### src/hdl/cft_pkg.sv
`timescale 1ns / 1ps

package cft_pkg;

    localparam int MAX_FIELDS_DEF  = 8;
    localparam int FIELD_BYTES_DEF = 256;
    localparam int QUEUE_DEPTH_DEF = 4;
    localparam int NUM_SLOTS       = 3;

    localparam logic [7:0] CH_QUOTE = 8'h22;
    localparam logic [7:0] CH_COMMA = 8'h2C;
    localparam logic [7:0] CH_NUL   = 8'h00;
    localparam logic [7:0] CH_TAB   = 8'h09;
    localparam logic [7:0] CH_LF    = 8'h0A;
    localparam logic [7:0] CH_VT    = 8'h0B;
    localparam logic [7:0] CH_FF    = 8'h0C;
    localparam logic [7:0] CH_CR    = 8'h0D;
    localparam logic [7:0] CH_SPACE = 8'h20;
    localparam logic [7:0] BOM_0    = 8'hEF;
    localparam logic [7:0] BOM_1    = 8'hBB;
    localparam logic [7:0] BOM_2    = 8'hBF;

    localparam logic [1:0] BOM_NONE = 2'd0;
    localparam logic [1:0] BOM_ONE  = 2'd1;
    localparam logic [1:0] BOM_TWO  = 2'd2;
    localparam logic [1:0] BOM_FULL = 2'd3;

    localparam logic [1:0] KIND_BYTE  = 2'd0;
    localparam logic [1:0] KIND_CLOSE = 2'd1;
    localparam logic [1:0] KIND_LINE  = 2'd2;

    typedef struct packed {
        logic [1:0] kind;
        logic [2:0] field_number;
        logic [7:0] position;
        logic [7:0] char_value;
        logic [7:0] trimmed_length;
        logic [3:0] fields_found;
    } result_t;

    typedef struct packed {
        logic [NUM_SLOTS-1:0]    valid;
        result_t [NUM_SLOTS-1:0] rec;
    } entry_t;

    function automatic logic is_blank(logic [7:0] b);
        return (b == CH_SPACE) || (b == CH_TAB) || (b == CH_VT) || (b == CH_FF) ||
               (b == CH_LF) || (b == CH_CR);
    endfunction

endpackage

### src/hdl/cft_queue.sv
`timescale 1ns / 1ps

module cft_queue
    import cft_pkg::*;
#(
    parameter int WIDTH = $bits(entry_t),
    parameter int DEPTH = QUEUE_DEPTH_DEF
)
(
    input  logic             clk,
    input  logic             rst_n,
    input  logic             push,
    input  logic [WIDTH-1:0] push_data,
    output logic             full,
    input  logic             pop,
    output logic [WIDTH-1:0] pop_data,
    output logic             empty
);

    localparam int PW = (DEPTH > 1) ? $clog2(DEPTH) : 1;
    localparam int CW = $clog2(DEPTH + 1);

    logic [WIDTH-1:0] mem_reg [DEPTH];
    logic [PW-1:0]    wr_ptr_reg, wr_ptr_next;
    logic [PW-1:0]    rd_ptr_reg, rd_ptr_next;
    logic [CW-1:0]    count_reg, count_next;

    assign full     = (count_reg == CW'(DEPTH));
    assign empty    = (count_reg == '0);
    assign pop_data = mem_reg[rd_ptr_reg];

    always_comb
    begin
        wr_ptr_next = wr_ptr_reg;
        rd_ptr_next = rd_ptr_reg;
        count_next  = count_reg;
        if (push)
        begin
            wr_ptr_next = (wr_ptr_reg == PW'(DEPTH - 1)) ? '0 : wr_ptr_reg + PW'(1);
        end
        if (pop)
        begin
            rd_ptr_next = (rd_ptr_reg == PW'(DEPTH - 1)) ? '0 : rd_ptr_reg + PW'(1);
        end
        if (push && !pop)
        begin
            count_next = count_reg + CW'(1);
        end
        else if (pop && !push)
        begin
            count_next = count_reg - CW'(1);
        end
    end

    always_ff @(posedge clk or negedge rst_n)
    begin
        if (!rst_n)
        begin
            wr_ptr_reg <= '0;
            rd_ptr_reg <= '0;
            count_reg  <= '0;
        end
        else
        begin
            wr_ptr_reg <= wr_ptr_next;
            rd_ptr_reg <= rd_ptr_next;
            count_reg  <= count_next;
        end
    end

    always_ff @(posedge clk)
    begin
        if (push)
        begin
            mem_reg[wr_ptr_reg] <= push_data;
        end
    end

    assert property (@(posedge clk) disable iff (!rst_n) count_reg <= CW'(DEPTH))
        else $error("queue occupancy beyond its depth");
    assert property (@(posedge clk) disable iff (!rst_n) push |-> (!full || pop))
        else $error("push into a full queue");
    assert property (@(posedge clk) disable iff (!rst_n) pop |-> !empty)
        else $error("pop from an empty queue");

endmodule

### src/hdl/cft_front.sv
`timescale 1ns / 1ps

module cft_front
    import cft_pkg::*;
#(
    parameter int MAX_FIELDS  = MAX_FIELDS_DEF,
    parameter int FIELD_BYTES = FIELD_BYTES_DEF
)
(
    input  logic       clk,
    input  logic       rst_n,
    input  logic       item_valid,
    output logic       item_ready,
    input  logic [7:0] data_byte,
    input  logic       line_end,
    output logic       push,
    output entry_t     push_entry,
    input  logic       queue_full
);

    localparam int LW = $clog2(FIELD_BYTES);
    localparam int CW = $clog2(MAX_FIELDS + 1);
    localparam int EW = (LW > 8) ? LW : 8;
    localparam int EC = (CW > 4) ? CW : 4;

    typedef struct packed {
        logic [LW-1:0] start;
        logic [LW-1:0] len;
    } span_t;

    logic          inq_reg, inq_next;
    logic          qp_reg, qp_next;
    logic [CW-1:0] cnt_reg, cnt_next;
    logic [LW-1:0] len_reg, len_next;
    logic [1:0]    bom_reg, bom_next;
    logic [LW-1:0] fk_reg, fk_next;
    logic [LW-1:0] fkab_reg, fkab_next;
    logic [LW-1:0] kend_reg, kend_next;
    logic [1:0]    flags_reg, flags_next;

    entry_t ent;
    span_t  sp;
    logic   do_store;
    logic   do_close;
    logic   skip;
    logic   finish;
    logic   accept;

    function automatic span_t close_span(logic [1:0] bom, logic [1:0] flags,
                                         logic [LW-1:0] fk, logic [LW-1:0] fkab,
                                         logic [LW-1:0] kend);
        span_t s;
        s = '0;
        if (bom == BOM_FULL)
        begin
            if (flags[1])
            begin
                s.start = fkab;
                s.len   = kend - fkab;
            end
        end
        else if (flags[0])
        begin
            s.start = fk;
            s.len   = kend - fk;
        end
        return s;
    endfunction

    function automatic logic [7:0] to8(logic [LW-1:0] v);
        logic [EW-1:0] w;
        w = EW'(v);
        return w[7:0];
    endfunction

    function automatic logic [3:0] cnt4(logic [CW-1:0] v);
        logic [EC-1:0] w;
        w = EC'(v);
        return w[3:0];
    endfunction

    function automatic logic [2:0] fnum3(logic [CW-1:0] v);
        logic [EC-1:0] w;
        w = EC'(v);
        return w[2:0];
    endfunction

    always_comb
    begin
        inq_next   = inq_reg;
        qp_next    = qp_reg;
        cnt_next   = cnt_reg;
        len_next   = len_reg;
        bom_next   = bom_reg;
        fk_next    = fk_reg;
        fkab_next  = fkab_reg;
        kend_next  = kend_reg;
        flags_next = flags_reg;
        ent        = '0;
        sp         = '0;
        do_store   = 1'b0;
        do_close   = 1'b0;
        skip       = 1'b0;
        finish     = (data_byte == CH_NUL) || line_end;

        if (data_byte != CH_NUL && cnt_reg < CW'(MAX_FIELDS))
        begin
            if (qp_reg)
            begin
                qp_next = 1'b0;
                if (data_byte == CH_QUOTE)
                begin
                    do_store = 1'b1;
                    skip     = 1'b1;
                end
                else
                begin
                    inq_next = 1'b0;
                end
            end
            if (!skip)
            begin
                if (data_byte == CH_QUOTE)
                begin
                    if (inq_next)
                    begin
                        qp_next = 1'b1;
                    end
                    else
                    begin
                        inq_next = 1'b1;
                    end
                end
                else if (data_byte == CH_COMMA && !inq_next)
                begin
                    do_close = 1'b1;
                end
                else if (data_byte != CH_LF && data_byte != CH_CR)
                begin
                    do_store = 1'b1;
                end
            end
        end

        if (do_store && len_reg < LW'(FIELD_BYTES - 1))
        begin
            if (len_reg == LW'(0))
            begin
                bom_next = (data_byte == BOM_0) ? BOM_ONE : BOM_NONE;
            end
            else if (len_reg == LW'(1))
            begin
                bom_next = (bom_reg == BOM_ONE && data_byte == BOM_1) ? BOM_TWO : BOM_NONE;
            end
            else if (len_reg == LW'(2))
            begin
                bom_next = (bom_reg == BOM_TWO && data_byte == BOM_2) ? BOM_FULL : BOM_NONE;
            end
            if (!is_blank(data_byte))
            begin
                if (!flags_reg[0])
                begin
                    fk_next       = len_reg;
                    flags_next[0] = 1'b1;
                end
                if (len_reg >= LW'(3) && !flags_reg[1])
                begin
                    fkab_next     = len_reg;
                    flags_next[1] = 1'b1;
                end
                kend_next = len_reg + LW'(1);
            end
            ent.valid[0]               = 1'b1;
            ent.rec[0].kind            = KIND_BYTE;
            ent.rec[0].field_number    = fnum3(cnt_reg);
            ent.rec[0].position        = to8(len_reg);
            ent.rec[0].char_value      = data_byte;
            len_next                   = len_reg + LW'(1);
        end

        if (do_close)
        begin
            sp = close_span(bom_reg, flags_reg, fk_reg, fkab_reg, kend_reg);
            ent.valid[0]               = 1'b1;
            ent.rec[0].kind            = KIND_CLOSE;
            ent.rec[0].field_number    = fnum3(cnt_reg);
            ent.rec[0].position        = to8(sp.start);
            ent.rec[0].trimmed_length  = to8(sp.len);
            cnt_next   = cnt_reg + CW'(1);
            len_next   = '0;
            bom_next   = BOM_NONE;
            fk_next    = '0;
            fkab_next  = '0;
            kend_next  = '0;
            flags_next = '0;
        end

        if (finish)
        begin
            qp_next  = 1'b0;
            inq_next = 1'b0;
            if (cnt_next < CW'(MAX_FIELDS))
            begin
                sp = close_span(bom_next, flags_next, fk_next, fkab_next, kend_next);
                ent.valid[1]               = 1'b1;
                ent.rec[1].kind            = KIND_CLOSE;
                ent.rec[1].field_number    = fnum3(cnt_next);
                ent.rec[1].position        = to8(sp.start);
                ent.rec[1].trimmed_length  = to8(sp.len);
                cnt_next = cnt_next + CW'(1);
            end
            ent.valid[2]             = 1'b1;
            ent.rec[2].kind          = KIND_LINE;
            ent.rec[2].fields_found  = cnt4(cnt_next);
            cnt_next   = '0;
            len_next   = '0;
            bom_next   = BOM_NONE;
            fk_next    = '0;
            fkab_next  = '0;
            kend_next  = '0;
            flags_next = '0;
        end
    end

    assign item_ready = !queue_full;
    assign accept     = item_valid && item_ready;
    assign push       = accept && (ent.valid != '0);
    assign push_entry = ent;

    always_ff @(posedge clk or negedge rst_n)
    begin
        if (!rst_n)
        begin
            inq_reg   <= 1'b0;
            qp_reg    <= 1'b0;
            cnt_reg   <= '0;
            len_reg   <= '0;
            bom_reg   <= BOM_NONE;
            fk_reg    <= '0;
            fkab_reg  <= '0;
            kend_reg  <= '0;
            flags_reg <= '0;
        end
        else if (accept)
        begin
            inq_reg   <= inq_next;
            qp_reg    <= qp_next;
            cnt_reg   <= cnt_next;
            len_reg   <= len_next;
            bom_reg   <= bom_next;
            fk_reg    <= fk_next;
            fkab_reg  <= fkab_next;
            kend_reg  <= kend_next;
            flags_reg <= flags_next;
        end
    end

    assert property (@(posedge clk) disable iff (!rst_n) cnt_reg <= CW'(MAX_FIELDS))
        else $error("field counter passed the field limit");
    assert property (@(posedge clk) disable iff (!rst_n) qp_reg |-> inq_reg)
        else $error("pending quote outside a quoted section");

endmodule

### src/hdl/cft_back.sv
`timescale 1ns / 1ps

module cft_back
    import cft_pkg::*;
(
    input  logic       clk,
    input  logic       rst_n,
    input  entry_t     head_entry,
    input  logic       queue_empty,
    output logic       pop,
    output logic       result_valid,
    input  logic       result_ready,
    output logic [1:0] kind,
    output logic [2:0] field_number,
    output logic [7:0] position,
    output logic [7:0] char_value,
    output logic [7:0] trimmed_length,
    output logic [3:0] fields_found,
    output logic       last_result
);

    logic [NUM_SLOTS-1:0]    mask_reg, mask_next;
    result_t [NUM_SLOTS-1:0] rec_reg;
    logic [1:0]              idx;
    logic [NUM_SLOTS-1:0]    rest;
    result_t                 cur;
    logic                    take;
    logic                    done;

    always_comb
    begin
        if (mask_reg[0])
        begin
            idx = 2'd0;
        end
        else if (mask_reg[1])
        begin
            idx = 2'd1;
        end
        else
        begin
            idx = 2'd2;
        end
    end

    always_comb
    begin
        rest      = mask_reg;
        rest[idx] = 1'b0;
    end

    assign cur            = rec_reg[idx];
    assign result_valid   = (mask_reg != '0);
    assign kind           = cur.kind;
    assign field_number   = cur.field_number;
    assign position       = cur.position;
    assign char_value     = cur.char_value;
    assign trimmed_length = cur.trimmed_length;
    assign fields_found   = cur.fields_found;
    assign last_result    = (rest == '0);

    assign take = result_valid && result_ready;
    assign done = !result_valid || (take && rest == '0);
    assign pop  = done && !queue_empty;

    always_comb
    begin
        mask_next = mask_reg;
        if (pop)
        begin
            mask_next = head_entry.valid;
        end
        else if (take)
        begin
            mask_next = rest;
        end
    end

    always_ff @(posedge clk or negedge rst_n)
    begin
        if (!rst_n)
        begin
            mask_reg <= '0;
        end
        else
        begin
            mask_reg <= mask_next;
        end
    end

    always_ff @(posedge clk)
    begin
        if (pop)
        begin
            rec_reg <= head_entry.rec;
        end
    end

    assert property (@(posedge clk) disable iff (!rst_n)
                     (result_valid && kind == KIND_LINE) |-> last_result)
        else $error("line result is not the last of its beat group");
    assert property (@(posedge clk) disable iff (!rst_n)
                     (result_valid && kind == KIND_BYTE) |->
                     (trimmed_length == 8'd0 && fields_found == 4'd0))
        else $error("stored byte result carries close or line data");

endmodule

### src/hdl/csv_field_tokenizer.sv
`timescale 1ns / 1ps
// The first result beat of a byte is written into the queue when the byte is accepted and
// is valid once the result sequencer has loaded it from the queue head into its registers.
// Throughput: one input byte per cycle while the queue is not full and one result beat per
// cycle while result_ready is high; a byte that causes several results holds the result port
// until all are taken, and the queue between classifier and result sequencer absorbs the difference.
// Reset (rst_n, asynchronous, active low) clears the quote, field and line state and the queue.

module csv_field_tokenizer
    import cft_pkg::*;
#(
    parameter int MAX_FIELDS  = MAX_FIELDS_DEF,
    parameter int FIELD_BYTES = FIELD_BYTES_DEF,
    parameter int QUEUE_DEPTH = QUEUE_DEPTH_DEF
)
(
    input  logic       clk,
    input  logic       rst_n,
    input  logic       item_valid,
    output logic       item_ready,
    input  logic [7:0] data_byte,
    input  logic       line_end,
    output logic       result_valid,
    input  logic       result_ready,
    output logic [1:0] kind,
    output logic [2:0] field_number,
    output logic [7:0] position,
    output logic [7:0] char_value,
    output logic [7:0] trimmed_length,
    output logic [3:0] fields_found,
    output logic       last_result
);

    entry_t push_entry;
    entry_t head_entry;
    logic   push;
    logic   pop;
    logic   queue_full;
    logic   queue_empty;

    cft_front #(
        .MAX_FIELDS  (MAX_FIELDS),
        .FIELD_BYTES (FIELD_BYTES)
    ) u_front (
        .clk        (clk),
        .rst_n      (rst_n),
        .item_valid (item_valid),
        .item_ready (item_ready),
        .data_byte  (data_byte),
        .line_end   (line_end),
        .push       (push),
        .push_entry (push_entry),
        .queue_full (queue_full)
    );

    cft_queue #(
        .WIDTH ($bits(entry_t)),
        .DEPTH (QUEUE_DEPTH)
    ) u_queue (
        .clk       (clk),
        .rst_n     (rst_n),
        .push      (push),
        .push_data (push_entry),
        .full      (queue_full),
        .pop       (pop),
        .pop_data  (head_entry),
        .empty     (queue_empty)
    );

    cft_back u_back (
        .clk            (clk),
        .rst_n          (rst_n),
        .head_entry     (head_entry),
        .queue_empty    (queue_empty),
        .pop            (pop),
        .result_valid   (result_valid),
        .result_ready   (result_ready),
        .kind           (kind),
        .field_number   (field_number),
        .position       (position),
        .char_value     (char_value),
        .trimmed_length (trimmed_length),
        .fields_found   (fields_found),
        .last_result    (last_result)
    );

endmodule
### config.mk
export PLATFORM = sky130hd
export DESIGN_NAME = csv_field_tokenizer
export DESIGN_NICKNAME = d
export VERILOG_FILES = /design/src/hdl/cft_pkg.sv /design/src/hdl/cft_queue.sv /design/src/hdl/cft_front.sv /design/src/hdl/cft_back.sv /design/src/hdl/csv_field_tokenizer.sv
export SDC_FILE = /design/constraint.sdc
export NUM_CORES = 1
export LEC_CHECK = 0
export BUFFER_PORTS_ARGS = -buffer_cell sky130_fd_sc_hd__buf_2
export CAP_MARGIN = 30
export CORE_ASPECT_RATIO = 1.2
export CORE_UTILIZATION = 39
export DETAILED_ROUTE_END_ITERATION = 16
export GPL_ROUTABILITY_DRIVEN = 0
export GPL_TIMING_DRIVEN = 0
export HOLD_SLACK_MARGIN = 0.08
export PLACE_DENSITY = 0.63
export SETUP_SLACK_MARGIN = 0.05
export SLEW_MARGIN = 30
export SYNTH_ARGS = -nofsm -noshare
export SYNTH_HDL_FRONTEND = slang
export SYNTH_SLANG_ARGS = --single-unit
### constraint.sdc
create_clock -name clk -period 12.02 [get_ports clk]
set_input_delay 1.803 -clock clk [delete_from_list [all_inputs] [get_ports clk]]
set_output_delay 1.803 -clock clk [all_outputs]
set_load 0.05 [all_outputs]
==> flow_summary.ini <==
[routing]
drt_iter0_markers = 815
vias_per_cell = 5.570
drtAntennaViolNets = 0
drtPass1Iterations = 7
wl_per_cell_microns = 22.03
num_vias = 8817
drc = 0
route.final.wire_length_mm = 34.87

[yosys]
ys_ff_latch = 321
syn_avg_cell_area_sq_um = 14.57
async_flop_share = 0.1620
synth-seq-area-share = 0.6404
yosys_warnings = 0
ys_types = 70
synth_fp_nets = 1066
synthCells = 1005
synth_flop_cell = edfxtp_1
syn_area_sq_um = 14650
synth-edff-count = 269

[critical_path]
path_buf_inv = 4
critPathSlowestCell = nor4_1
critical_path_arrival_ns = 6.14
cp_cell_sequence = buf_2 -> or3_1 -> nor4_1 -> nand2_1 -> clkinv_1 -> clkbuf_8 -> nor2_1 -> inv_1 -> ha_1 -> nor2b_1 -> o21ai_0 -> a21oi_1 -> o21ai_0 -> a21oi_1 -> xor2_1 -> xnor2_1 -> o22ai_1
path_class = in -> reg
critPathMaxFanout = 13
worstSetupEndpointType = flop
cp_slowest_stage_delay_ns = 0.79
cp.required_ns = 12.31
crit_path_start_kind = input pin
path_delay_family = simple AND/OR/NAND/NOR gates

[final_layout]
antenna-diode-count = 0
largest_reg_flops = 216
fin_nets = 1148
post_route_cells_drive_above_1_share = 0.1821
area_delta_synth_final_pct = 13.81
fin_util = 0.4517
final_area_sq_um = 16670

[sta]
finalHoldViolCount = 0
rsz0062_at_grt = no
fin_skew_ns = 0.01173
slew_headroom = 0.3304
worstMarginPinSlew_ns = 1.004
final.min_clock_period_ns = 5.851
setup_violations = 0
post-route-period-util = 0.4868
slew_viol_final = 0
setup_tns_ns = 0
max_freq_mhz = 170.9

[global_routing]
grt_pass1_vias = 8990
grt-ovfl-total = 0
antenna_found_initial = 0
grt_pass1_wl_mm = 53.85
grt_usage = 0.1876
grt_max_degree = 53

[placement]
dp_hpwl_mm = 24.61
dpl_cell_area_sq_um = 15610
portBuffers = 45

[pwr]
power_mw = 4.288
p_per_area_nw_per_um2 = 257.3
ir_drop_mv = 0.1160
power.leakage_nw = 5.951

[clocking]
cts.clk_slew.worst_paths_ns = 0.06
cts_tree = done
clk_latency_ns = 0.56
cts_sinks = 321
cts_setup_buffers = 0
cts-root-buf = clkbuf_16
cts_buffer_depth = 3
cts_resized = 0
cts_hold_buffers = 0
cts_buffers = 30
cts_htree_levels = 1

[job]
cap_violations = 0

[floorplanning]
die_y_microns = 214.3
die_w_microns = 178.9
dieArea_sq_um = 38330
coreArea_sq_um = 36900
num_io_pins = 49
initial_core_util = 0.3969
rows = 77

[hold_path]
hp-class = reg -> reg

[run_status]
status = completed
-- layout make-up --
class | instances | area [sq um]
Clock inverter | 17 | 242.7
Multi-Input combinational cell | 590 | 4847
Inverter | 42 | 160.2
Buffer | 52 | 276.5
Fill cell | 3241 | 20230
Timing Repair Buffer | 50 | 350.3
Sequential cell | 321 | 9379
Tap cell | 474 | 593.1
Clock buffer | 37 | 818.3
-- synthesized netlist by cell type, types with 14 or more instances --
| master | count | share of area |
|---|---|---|
| o22ai_1 | 23 | 0.0098 |
| dfrtp_1 | 52 | 0.089 |
| xnor2_1 | 19 | 0.011 |
| ha_1 | 43 | 0.037 |
| clkbuf_1 | 30 | 0.0077 |
| a21oi_1 | 30 | 0.010 |
| a22o_1 | 26 | 0.016 |
| edfxtp_1 | 269 | 0.55 |
| inv_1 | 40 | 0.010 |
| nor2_1 | 55 | 0.014 |
| and2_1 | 24 | 0.010 |
| a22oi_1 | 15 | 0.0077 |
| nand2_1 | 76 | 0.019 |
| o21ai_0 | 48 | 0.016 |
| mux4_2 | 54 | 0.083 |
| xor2_1 | 14 | 0.0084 |
-- per-stage QoR --
stage	hold slack (ns)	worst slack, ns	instances
after detailed placement	0.5072	5.686	1529
after floorplan	0.4650	6.743	1005
after global placement	0.5016	4.724	1524
after global routing	0.5486	5.951	1583
after CTS	0.5179	6.264	1583
final	0.5196	6.169	1583
-- metal layers --
layer / global-route usage / up-vias / part of all wire
met2: 0.3097 / 255 / 0.49
met4: 0.09915 / 0 / 0.056
met1: 0.2382 / 4454 / 0.40
met3: 0.02553 / 95 / 0.050
met5: 0 / - / 0
li1: - / 4013 / -
-- cells in the final DEF, fill, tap and decap left out, types with 23 or more instances in the layout --
cell type,Yosys,final
o22ai_1,23,23
a21oi_1,30,30
nor2_1,55,55
clkbuf_1,30,34
a22o_1,26,26
dfrtp_1,52,52
ha_1,43,43
mux4_2,54,54
buf_2,3,50
nand2_1,76,76
clkbuf_16,0,31
o21ai_0,48,48
edfxtp_1,269,269
inv_1,40,39
-- power breakdown --
part | internal [mW] | leakage (nW) | switching [mW]
sequential | 1.59 | 3.21 | 0.0957
clock | 0.611 | 0.513 | 0.408
combinational | 0.560 | 2.23 | 1.02
-- worst paths after layout --
path	start	endpoint	slack (ns)	cells past startpoint
setup / recovery	data_byte[4]	u_queue.mem_reg[0][35]	6.17	17
hold / removal	u_queue.count_reg[2]	u_queue.count_reg[2]	0.52	1
setup reg to reg	u_front.len_reg[1]	u_queue.mem_reg[0][35]	7.10	18
hold reg to reg	u_queue.count_reg[2]	u_queue.count_reg[2]	0.52	1
max in group asynchronous	rst_n	u_front.fkab_reg[5]	10.26	1
min in group asynchronous	rst_n	u_queue.count_reg[0]	1.29	1
-- kinds of logic after synthesis --
family,share of synthesized area
buffers and inverters,0.02930
multiplexers,0.09389
adder cells (fa/ha/maj),0.04357
XOR/XNOR,0.01974
AO/OA/AOI/OAI,0.08808
AND/OR/NAND/NOR,0.08501
flip-flops,0.6404
(Power assumes the default switching activity.)
